**config.mk**
```make
export PLATFORM = sky130hd
export DESIGN_NAME = csma_ca_backoff_ack_retry
export DESIGN_NICKNAME = d
export VERILOG_FILES = /design/src/rtl/core/csma_pkg.sv /design/src/rtl/core/csma_ca_backoff_ack_retry.sv
export SDC_FILE = /design/constraint.sdc
export NUM_CORES = 1
export LEC_CHECK = 0
export BUFFER_PORTS_ARGS = -buffer_cell sky130_fd_sc_hd__buf_2
export CAP_MARGIN = 20
export CORE_ASPECT_RATIO = 1.1
export CORE_UTILIZATION = 30
export DETAILED_ROUTE_END_ITERATION = 8
export PLACE_DENSITY = 0.53
export SYNTH_ARGS = -nofsm -noshare
export SYNTH_HDL_FRONTEND = slang
export SYNTH_SLANG_ARGS = --single-unit
```
**constraint.sdc**
```tcl
create_clock -name clk -period 6.7 [get_ports clk]
set_input_delay 1.34 -clock clk [delete_from_list [all_inputs] [get_ports clk]]
set_output_delay 1.34 -clock clk [all_outputs]
set_load 0.05 [all_outputs]
```
**src/rtl/core/csma_pkg.sv**
```systemverilog
// Shared codes for the CSMA-CA transmit access controller: commands, actions, phases, registers.
package csma_pkg;

  // Event codes on the input channel
  typedef enum logic [2:0] {
    CMD_START       = 3'd0,
    CMD_BACKOFF_END = 3'd1,
    CMD_TX_DONE     = 3'd2,
    CMD_ACK_SEEN    = 3'd3,
    CMD_ACK_TIMEOUT = 3'd4
  } cmd_t;

  // Action codes on the result channel
  typedef enum logic [2:0] {
    ACT_IGNORED   = 3'd0,
    ACT_BACKOFF   = 3'd1,
    ACT_TX_PLAIN  = 3'd2,
    ACT_TX_CCA    = 3'd3,
    ACT_ACK_TIMER = 3'd4,
    ACT_SUCCESS   = 3'd5,
    ACT_FAILURE   = 3'd6
  } action_t;

  // Frame phase
  typedef enum logic [1:0] {
    PH_IDLE     = 2'd0,
    PH_BACKOFF  = 2'd1,
    PH_TX_WAIT  = 2'd2,
    PH_ACK_WAIT = 2'd3
  } phase_t;

  // Configuration register indexes
  typedef enum logic [2:0] {
    REG_CSMA_ENABLE    = 3'd0,
    REG_ACK_ENABLE     = 3'd1,
    REG_MIN_EXPONENT   = 3'd2,
    REG_MAX_EXPONENT   = 3'd3,
    REG_MAX_TRIALS     = 3'd4,
    REG_UNIT_PERIOD    = 3'd5,
    REG_RETRY_LIMIT    = 3'd6,
    REG_ACK_WAIT_TICKS = 3'd7
  } reg_idx_t;

  // Backoff exponent ceiling
  localparam logic [3:0] EXP_CAP = 4'd8;

  // Bits of the random word taken through the remainder unit
  localparam int RND_W = 32;

endpackage

```
**src/rtl/core/csma_ca_backoff_ack_retry.sv**
```systemverilog
// Top level of the unslotted CSMA-CA transmit access controller with ACK and retries.
//
// One event beat in gives exactly one action beat out. An event that needs no backoff
// draw is registered straight into the result. An event that draws a backoff delay
// runs S_DIV then S_MUL: the remainder of the 32-bit random word by (2^BE - 1) is
// formed by a bit-serial restoring remainder unit, one dividend bit per cycle,
// followed by the 8x16 multiply by the unit period. in_stall is high from accept
// until the result beat is taken. Configuration registers are read live at each event
// and must be written while idle.
module csma_ca_backoff_ack_retry (
  input  logic        clk,
  input  logic        rst_n,
  // event channel
  input  logic        in_valid,
  output logic        in_stall,
  input  logic [2:0]  in_command,
  input  logic        in_ack_wanted,
  input  logic        in_channel_clear,
  input  logic [31:0] in_random_value,
  // action channel
  output logic        out_valid,
  input  logic        out_stall,
  output logic [2:0]  out_action,
  output logic [23:0] out_delay_ticks,
  output logic [3:0]  out_exponent_now,
  output logic [2:0]  out_retries_used,
  // configuration write channel
  input  logic        cfg_valid,
  output logic        cfg_ready,
  input  logic [2:0]  cfg_index,
  input  logic [15:0] cfg_data
);

  typedef enum logic [1:0] {
    S_IDLE,
    S_DIV,
    S_MUL,
    S_OUT
  } seq_t;

  // configuration registers
  logic        csma_enable_r;
  logic        ack_enable_r;
  logic [3:0]  min_exponent_r;
  logic [3:0]  max_exponent_r;
  logic [3:0]  max_trials_r;
  logic [15:0] unit_period_r;
  logic [2:0]  retry_limit_r;
  logic [15:0] ack_wait_ticks_r;

  // sequencer and frame state
  seq_t               seq_r;
  csma_pkg::phase_t   phase_r, phase_nxt;
  logic [3:0]         be_r, be_nxt;
  logic [3:0]         trial_r, trial_nxt;
  logic [2:0]         retry_r, retry_nxt;
  logic               ack_mode_r, ack_mode_nxt;
  csma_pkg::action_t  act_nxt;
  logic [23:0]        dly_nxt;
  logic               draw_nxt;

  // remainder unit
  logic [csma_pkg::RND_W-1:0] dvd_r;
  logic [7:0]                 rem_r;
  logic [7:0]                 mod_r;
  logic [4:0]                 cnt_r;
  logic [8:0]                 div_try;
  logic                       div_ge;
  logic [7:0]                 rem_step;

  // multiplier and delay floor
  logic [7:0]  rem_eff;
  logic [23:0] prod;
  logic [23:0] unit_ext;
  logic [23:0] delay_draw;

  // result register
  logic [2:0]  out_action_r;
  logic [23:0] out_delay_r;
  logic [3:0]  out_exponent_r;
  logic [2:0]  out_retries_r;

  logic in_beat;
  logic [3:0] min_cap;
  logic [3:0] max_cap;

  assign cfg_ready = 1'b1;
  assign in_stall  = (seq_r != S_IDLE);
  assign in_beat   = in_valid && !in_stall;
  assign out_valid = (seq_r == S_OUT);

  assign out_action       = out_action_r;
  assign out_delay_ticks  = out_delay_r;
  assign out_exponent_now = out_exponent_r;
  assign out_retries_used = out_retries_r;

  assign min_cap = (min_exponent_r > csma_pkg::EXP_CAP) ? csma_pkg::EXP_CAP : min_exponent_r;
  assign max_cap = (max_exponent_r > csma_pkg::EXP_CAP) ? csma_pkg::EXP_CAP : max_exponent_r;

  // Configuration writes
  always_ff @(posedge clk) begin
    if (!rst_n) begin
      csma_enable_r    <= 1'b1;
      ack_enable_r     <= 1'b1;
      min_exponent_r   <= 4'd3;
      max_exponent_r   <= 4'd5;
      max_trials_r     <= 4'd4;
      unit_period_r    <= 16'd20;
      retry_limit_r    <= 3'd3;
      ack_wait_ticks_r <= 16'd1000;
    end else if (cfg_valid && cfg_ready) begin
      case (cfg_index)
        csma_pkg::REG_CSMA_ENABLE:    csma_enable_r    <= cfg_data[0];
        csma_pkg::REG_ACK_ENABLE:     ack_enable_r     <= cfg_data[0];
        csma_pkg::REG_MIN_EXPONENT:   min_exponent_r   <= cfg_data[3:0];
        csma_pkg::REG_MAX_EXPONENT:   max_exponent_r   <= cfg_data[3:0];
        csma_pkg::REG_MAX_TRIALS:     max_trials_r     <= cfg_data[3:0];
        csma_pkg::REG_UNIT_PERIOD:    unit_period_r    <= cfg_data;
        csma_pkg::REG_RETRY_LIMIT:    retry_limit_r    <= cfg_data[2:0];
        csma_pkg::REG_ACK_WAIT_TICKS: ack_wait_ticks_r <= cfg_data;
        default: ;
      endcase
    end
  end

  // Event decode: next frame state, action, and whether a delay must be drawn
  always_comb begin
    logic attempt;
    logic fail;
    phase_nxt    = phase_r;
    be_nxt       = be_r;
    trial_nxt    = trial_r;
    retry_nxt    = retry_r;
    ack_mode_nxt = ack_mode_r;
    act_nxt      = csma_pkg::ACT_IGNORED;
    dly_nxt      = '0;
    draw_nxt     = 1'b0;
    attempt      = 1'b0;
    fail         = 1'b0;

    case (in_command)
      csma_pkg::CMD_START: begin
        if (phase_r == csma_pkg::PH_IDLE) begin
          ack_mode_nxt = ack_enable_r & in_ack_wanted;
          retry_nxt    = '0;
          attempt      = 1'b1;
        end
      end
      csma_pkg::CMD_BACKOFF_END: begin
        if (phase_r == csma_pkg::PH_BACKOFF) begin
          if (in_channel_clear) begin
            phase_nxt = csma_pkg::PH_TX_WAIT;
            act_nxt   = csma_pkg::ACT_TX_CCA;
          end else begin
            trial_nxt = trial_r + 4'd1;
            if (be_r < max_cap) be_nxt = be_r + 4'd1;
            if (trial_nxt >= max_trials_r) begin
              fail = 1'b1;
            end else begin
              draw_nxt = 1'b1;
              act_nxt  = csma_pkg::ACT_BACKOFF;
            end
          end
        end
      end
      csma_pkg::CMD_TX_DONE: begin
        if (phase_r == csma_pkg::PH_TX_WAIT) begin
          if (ack_mode_r) begin
            phase_nxt = csma_pkg::PH_ACK_WAIT;
            dly_nxt   = {8'd0, ack_wait_ticks_r};
            act_nxt   = csma_pkg::ACT_ACK_TIMER;
          end else begin
            phase_nxt = csma_pkg::PH_IDLE;
            act_nxt   = csma_pkg::ACT_SUCCESS;
          end
        end
      end
      csma_pkg::CMD_ACK_SEEN: begin
        if (phase_r == csma_pkg::PH_ACK_WAIT) begin
          phase_nxt = csma_pkg::PH_IDLE;
          act_nxt   = csma_pkg::ACT_SUCCESS;
        end
      end
      csma_pkg::CMD_ACK_TIMEOUT: begin
        if (phase_r == csma_pkg::PH_ACK_WAIT) fail = 1'b1;
      end
      default: ;
    endcase

    // failed attempt: retry if allowed, else give up
    if (fail) begin
      if (ack_mode_nxt && (retry_nxt < retry_limit_r)) begin
        retry_nxt = retry_nxt + 3'd1;
        attempt   = 1'b1;
      end else begin
        phase_nxt = csma_pkg::PH_IDLE;
        act_nxt   = csma_pkg::ACT_FAILURE;
      end
    end

    // new attempt; with no trials allowed every retry fails at once
    if (attempt) begin
      trial_nxt = '0;
      if (csma_enable_r) begin
        be_nxt = min_cap;
        if (max_trials_r == 4'd0) begin
          if (ack_mode_nxt && (retry_nxt < retry_limit_r)) retry_nxt = retry_limit_r;
          phase_nxt = csma_pkg::PH_IDLE;
          act_nxt   = csma_pkg::ACT_FAILURE;
        end else begin
          phase_nxt = csma_pkg::PH_BACKOFF;
          draw_nxt  = 1'b1;
          act_nxt   = csma_pkg::ACT_BACKOFF;
        end
      end else begin
        be_nxt    = '0;
        phase_nxt = csma_pkg::PH_TX_WAIT;
        act_nxt   = csma_pkg::ACT_TX_PLAIN;
      end
    end
  end

  // Restoring remainder step, one dividend bit per cycle
  assign div_try  = {rem_r, dvd_r[csma_pkg::RND_W-1]};
  assign div_ge   = (div_try >= {1'b0, mod_r});
  assign rem_step = div_ge ? 8'(div_try - {1'b0, mod_r}) : div_try[7:0];

  // Delay = remainder * unit, floored at one unit; modulus zero gives remainder zero
  assign rem_eff    = (mod_r == 8'd0) ? 8'd0 : rem_r;
  assign unit_ext   = {8'd0, unit_period_r};
  assign prod       = {16'd0, rem_eff} * unit_ext;
  assign delay_draw = (prod < unit_ext) ? unit_ext : prod;

  // Sequencer, frame state and result register
  always_ff @(posedge clk) begin
    if (!rst_n) begin
      seq_r      <= S_IDLE;
      phase_r    <= csma_pkg::PH_IDLE;
      be_r       <= '0;
      trial_r    <= '0;
      retry_r    <= '0;
      ack_mode_r <= 1'b0;
    end else begin
      case (seq_r)
        S_IDLE: begin
          if (in_beat) begin
            phase_r        <= phase_nxt;
            be_r           <= be_nxt;
            trial_r        <= trial_nxt;
            retry_r        <= retry_nxt;
            ack_mode_r     <= ack_mode_nxt;
            out_action_r   <= act_nxt;
            out_delay_r    <= dly_nxt;
            out_exponent_r <= be_nxt;
            out_retries_r  <= retry_nxt;
            dvd_r          <= in_random_value;
            rem_r          <= '0;
            cnt_r          <= '0;
            mod_r          <= 8'((9'd1 << be_nxt) - 9'd1);
            seq_r          <= draw_nxt ? S_DIV : S_OUT;
          end
        end
        S_DIV: begin
          rem_r <= rem_step;
          dvd_r <= {dvd_r[csma_pkg::RND_W-2:0], 1'b0};
          cnt_r <= cnt_r + 5'd1;
          if (cnt_r == 5'(csma_pkg::RND_W - 1)) seq_r <= S_MUL;
        end
        S_MUL: begin
          out_delay_r <= delay_draw;
          seq_r       <= S_OUT;
        end
        S_OUT: begin
          if (!out_stall) seq_r <= S_IDLE;
        end
        default: seq_r <= S_IDLE;
      endcase
    end
  end

endmodule
```
Word-level counts from Yosys, hierarchy flattened
Index checks and enable logic that the tools add are counted.

Flip-flop bits (word level): 152. Bits in latches: 0. RAM bits: 0. Bits in read-only memories: 0. Bits of input ports: 61. Output and inout port bits: 37. Logic and storage cells: 170. Memories: 0.

Add/subtract/negate cells: 6. Multipliers: 1. Div/mod/pow operators: 0. Magnitude comparators: 8. Equality and inequality tests: 22. Shift operators: 1. Muxes and demuxes: 80. Bitwise logic cells: 1. Reductions and logical operators: 29.

Operators by type and width (count): $pmux W32 S2 (1); $mux W16 (3); $mux W24 (2); $mux W4 (12); $pmux W24 S2 (1); $mux W3 (15); $mux W32 (1); $mux W2 (15); $lt A24 B16 Y1 (1); $mul A8 B16 Y24 (1); $mux W8 (3); $mux W1 (20); $reduce_and A2 Y1 (9); $pmux W8 S2 (1); $eq A3 B3 Y1 const B (5); $eq A3 B2 Y1 const B (4); $reduce_and A3 Y1 (4); $pmux W5 S2 (1); $reduce_bool A2 Y1 (5); $ge A9 B8 Y1 (1); $pmux W3 S3 (1); $add A4 B1 Y4 const B (2); $eq A2 B2 Y1 const B (4); $gt A4 B4 Y1 const B (2); other kinds (25) (34).

Longest topological paths before layout
Depth after elaboration: 13. Gate-level depth with buffers: 30. Depth with buffers taken out: 28.

Worst setup path before layout
Ideal clock, no wire load.

Path type: flip-flop to flip-flop. From: register mod_r[1]. To: register out_delay_r[12] (netlist: out_delay_ticks[12]), data pin. Library setup time: 0.266 ns. Arrival: 6.891 ns. Required time: 6.434 ns. Path slack: -0.457 ns. Stages on the path, launching flop included: 28. Path buffers: 3. Clock period less this slack: 7.157 ns. Cells stage by stage: edfxtp_1 -> nor4_1 -> nand2_1 -> clkbuf_1 -> clkbuf_1 -> and3_1 -> fa_1 -> fa_1 -> fa_1 -> inv_1 -> fa_1 -> inv_1 -> ha_1 -> or3_1 -> a31o_1 -> nand2_1 -> a21oi_1 -> xor2_1 -> ha_1 -> and3_1 -> nand4_1 -> a21oi_1 -> a211oi_1 -> o2111ai_2 -> nor4_4 -> buf_6 -> mux2i_1 -> o21ai_1.

Longest elaborated chain between the ends: 6.

RTL lines: start, declared (RTL line csma_ca_backoff_ack_retry.sv:65) `logic [7:0] mod_r;`; start signal, assigned (RTL line csma_ca_backoff_ack_retry.sv:259) `mod_r <= 8'((9'd1 << be_nxt) - 9'd1);`; $logic_not A8 Y1 (*) (RTL line csma_ca_backoff_ack_retry.sv:229) `assign rem_eff = (mod_r == 8'd0) ? 8'd0 : rem_r;`; $mux W8 (*) (RTL line csma_ca_backoff_ack_retry.sv:229); $mul A8 B16 Y24 (*) (RTL line csma_ca_backoff_ack_retry.sv:231) `assign prod = {16'd0, rem_eff} * unit_ext;`; $lt A24 B16 Y1 (RTL line csma_ca_backoff_ack_retry.sv:232) `assign delay_draw = (prod < unit_ext) ? unit_ext : prod;`; $mux W24 (*) (RTL line csma_ca_backoff_ack_retry.sv:232); $pmux W24 S2 (*) (RTL line csma_ca_backoff_ack_retry.sv:244) `case (seq_r)`; end signal, assigned (RTL line csma_ca_backoff_ack_retry.sv:253) `out_delay_r <= dly_nxt;`; end signal, assigned (RTL line csma_ca_backoff_ack_retry.sv:270) `out_delay_r <= delay_draw;`; end, declared (RTL line csma_ca_backoff_ack_retry.sv:79) `logic [23:0] out_delay_r;`.

Mark *: on every way between the ends. The rest lies on a longest branch, timed or not. A chain may end at the register's enable or synchronous reset.

Final worst setup path
From: register mod_r[3]. To: register out_delay_r[2] (netlist: out_delay_ticks[2]), data pin.

Same word-level chain as after synthesis.

==> metrics.md <==
| Metric | Value |
|---|---|
| Run status | `finished with violations` |
| Violated checks | `negative setup slack` |
| Mapped cell area | `12160 um2` |
| Vias in the first global route | `9954` |
| Worst setup margin | `-241.0 ps` |
| Iter 0 DRT Violations | `439` |
| Post-Layout Inst Area | `14670 um2` |
| Cell with the largest stage delay on the worst path | `fa_1` |
| Die Height | `213.2 um` |
| Clk slew on worst S/H paths | `70 ps` |
| Pint | `0.002772 W` |
| Rel. slew slack | `29.51%` |
| Top post-synthesis cells by area | `edfxtp_1 21%, fa_1 14%, dfxtp_1 11%` |
| Comb pwr share | `50.0%` |
| Sw power | `0.001761 W` |
| Number of synthesized register bits | `152` |
| Fillers | `4076` |
| Core ar. | `40080 um2` |
| Post-synth top cells | `147 x inv_1, 138 x nand2_1, 106 x and3_1` |
| Die area | `41350 um2` |
| Worst-Margin Slew | `1057 ps` |
| Setup crit end | `out_delay_ticks[2]` |
| Total Power | `0.004533 W` |
| First-pass GRT wire length | `51410 um` |
| Via density | `4.893` |
| Total Wirelength | `31560 um` |
| LEAKAGE | `6.794 nW` |
| Seq pwr share | `28.6%` |
| Clock Tree Buf Depth | `2` |
| FMAX | `0.1441 GHz` |
| Antenna diodes | `0` |
| Worst path most repeated cell | `fa_1` |
| Mean Syn Cell Area | `9.472 um2` |
| Critical Path Max Stage Delay | `550 ps` |
| Skew-Pair Late Insertion Delay | `440 ps` |
| Placed Area | `13760 um2` |
| Pwr per Cell Area | `308.9 nW/um2` |
| # Max-Cap Violations | `0` |
| Total grt overflow | `0` |
| Setup violators final | `16` |
| Syn Inst Count | `1284` |
| Total Routing Usage GR | `15.68%` |
| Worst EP arrival | `7100 ps` |
| DRT antenna net count | `0` |
| Synth cell types | `78` |
| Num ports | `98` |
| Multi-input gate area | `7706 um2` |
| Final hold vios | `0` |
| Main synth FF type | `edfxtp_1` |
| R2r startpoint | `mod_r[3]` |
| Row count | `77` |
| Die Wd | `194.0 um` |
| Worst-case reg-to-reg path depth | `28` |
| Port bufs | `96` |
| Final period util | `103.6%` |
| Final HPWL DP | `24050 um` |
| Hold_buf cts | `0` |
| Largest net degree at the start of global routing | `61` |
| TritonRoute pass-1 iters | `5` |
| Pre-CTS WS | `-254.5 ps` |
| Post-route DRC violation count | `0` |
| Post-synth EDFFs | `87` |
| Register area | `3914 um2` |
| Crit path kind | `reg2reg` |
| Area growth from synthesis to layout | `20.65%` |
| Hold WC Path Type | `reg2reg` |
| Drt wl/cell | `16.13 um` |
| Critical Path Source Type | `flop` |
| Synth top area share | `21.48%` |
| Post-synth net total | `1518` |
| Top-count cell post-synth | `inv_1` |
| CP Capture Type | `flop` |
| Reg2reg end | `out_delay_ticks[2]` |
| TritonCTS Buffers | `17` |
| Final Critical Period | `6941 ps` |
| GP Congestion | `0.9020` |
| Nets@finish | `1665` |
| CTS Sinks | `152` |
| Fraction of the yosys area taken by sequential cells | `32.18%` |
| CP max FO | `8` |
| Critical Path RT | `6860 ps` |
| Layout cells sized above 1 | `22.44%` |
| RSZ-0062 raised after global routing | `yes` |
| Worst Setup SP | `mod_r[3]` |
| R2r setup slk | `-240 ps` |
| Clock power share | `21.3%` |
| H-tree depth | `4` |
| Root buffer cell | `clkbuf_16` |
| Peak VDD IR | `223.9 uV` |
| Starting density of the core | `30.34%` |
| CTS tree | `done` |
| Sw Share | `38.86%` |
| Area leader, netlist | `edfxtp_1` |
| Synth async-reset ratio | `0%` |
| Max-slew violation count | `0` |
| Vias | `9575` |
| Clock skew | `12.09 ps` |
| Synth Warn # | `0` |
| Initial antenna violation count | `0` |
per-stage QoR:
| step | hold WS (ps) | TNS [ps] | util, % | cells |
|---|---|---|---|---|
| finish | 457.6 | -3397 | 36.61 | 1957 |
| detailed placement | 448.0 | -3481 | 34.34 | 1910 |
| floorplan | 436.6 | 0 | - | 1284 |
| global route | 483.0 | -7899 | 36.61 | 1957 |
| CTS | 458.1 | -1974 | 36.27 | 1952 |
| global placement | 443.0 | -1466 | 34.32 | 1909 |
worst min path at each step:
stage                              start                   end  slack (ps)  depth (start not counted)
finish              ack_wait_ticks_r[10]  ack_wait_ticks_r[10]         460                          2
global route         ack_wait_ticks_r[4]   ack_wait_ticks_r[4]         480                          2
CTS                 ack_wait_ticks_r[10]  ack_wait_ticks_r[10]         460                          2
detailed placement  ack_wait_ticks_r[10]  ack_wait_ticks_r[10]         450                          2
global placement     ack_wait_ticks_r[1]   ack_wait_ticks_r[1]         440                          2
floorplan            ack_wait_ticks_r[0]   ack_wait_ticks_r[0]         440                          2
flip-flops by register name (all words and copies together) (netlist names), 5 cells and up:
name and cells:
ack_wait_ticks_r 16, cnt_r 5, dvd_r 32, mod_r 8
out_delay_ticks 24, rem_r 8, unit_period_r 16
layout make-up:
type / instances / share of cell area, %
Tap cell: 513 / 4.375
Timing Repair Buffer: 191 / 8.698
Clock buffer: 19 / 2.950
Inverter: 148 / 3.786
Sequential cell: 152 / 26.67
Clock inverter: 13 / 0.9977
Multi-Input combinational cell: 921 / 52.52
cell families after synthesis:
logic type	synth area share, %
AO/OA/AOI/OAI	11.22
XOR/XNOR	1.800
adder cells (fa/ha/maj)	23.05
buffers and inverters	6.708
flip-flops	32.18
multiplexers	6.502
other	0.03083
AND/OR/NAND/NOR	18.51
worst max-delay path: cells and delay by family, from the launching register on:
| kind | cells | cell delay (ps) |
|---|---|---|
| xor+xnor | 1 | 170 |
| mux | 1 | 210 |
| fa+ha+maj | 6 | 2590 |
| compound gates | 7 | 1200 |
| flops | 1 | 420 |
| buf+inv | 6 | 700 |
| simple gates | 7 | 1360 |
placed cells by master (no fill, tap or decap), drive strengths merged, types with 4 or more instances in the layout:
| cell type | instances |
|---|---|
| mux2 | 32 |
| xnor2 | 14 |
| xor2 | 11 |
| nor2 | 54 |
| o211a | 4 |
| a21oi | 71 |
| a31oi | 8 |
| edfxtp | 87 |
| mux2i | 43 |
| buf | 190 |
| fa | 85 |
| and2 | 27 |
| nor2b | 20 |
| nor3 | 17 |
| dfxtp | 65 |
| a211oi | 7 |
| o21ai | 50 |
| o211ai | 10 |
| clkinvlp | 4 |
| and3 | 108 |
| nor3b | 5 |
| nor4 | 5 |
| clkbuf | 20 |
| a211o | 6 |
| a21boi | 4 |
| a21o | 16 |
| or2 | 7 |
| o21a | 5 |
| clkinv | 4 |
| nand2b | 9 |
| a2111oi | 4 |
| o311ai | 4 |
| nand4 | 9 |
| nand2 | 138 |
| inv | 151 |
| nand3 | 21 |
| ha | 88 |
power groups by stage:
stage / logic, W / registers (W) / clock network (W)
6_report: 0.00227 / 0.00130 / 0.000967
5_1_grt: 0.00251 / 0.00131 / 0.00103
4_1_cts: 0.00224 / 0.00130 / 0.000989
3_5_place_dp: 0.00209 / 0.00131 / 0
3_3_place_gp: 0.00206 / 0.00131 / 0
2_1_floorplan: 0.00137 / 0.00140 / 0
metal layers:
metal / GRT usage [%] / vias up / wire length, um
met5: 0 / - / 0
met2: 28.36 / 154 / 15800
li1: - / 4727 / -
met3: 3.112 / 37 / 1167
met1: 18.56 / 4657 / 13810
met4: 5.145 / 0 / 779
what timing repair did:
action,in CTS,in global routing
resized for setup,25,21
setup endpoints to repair,16,16
pin swaps,0,38
gates cloned,1,2
setup buffers,9,3
Power figures use the tool's default switching activity.
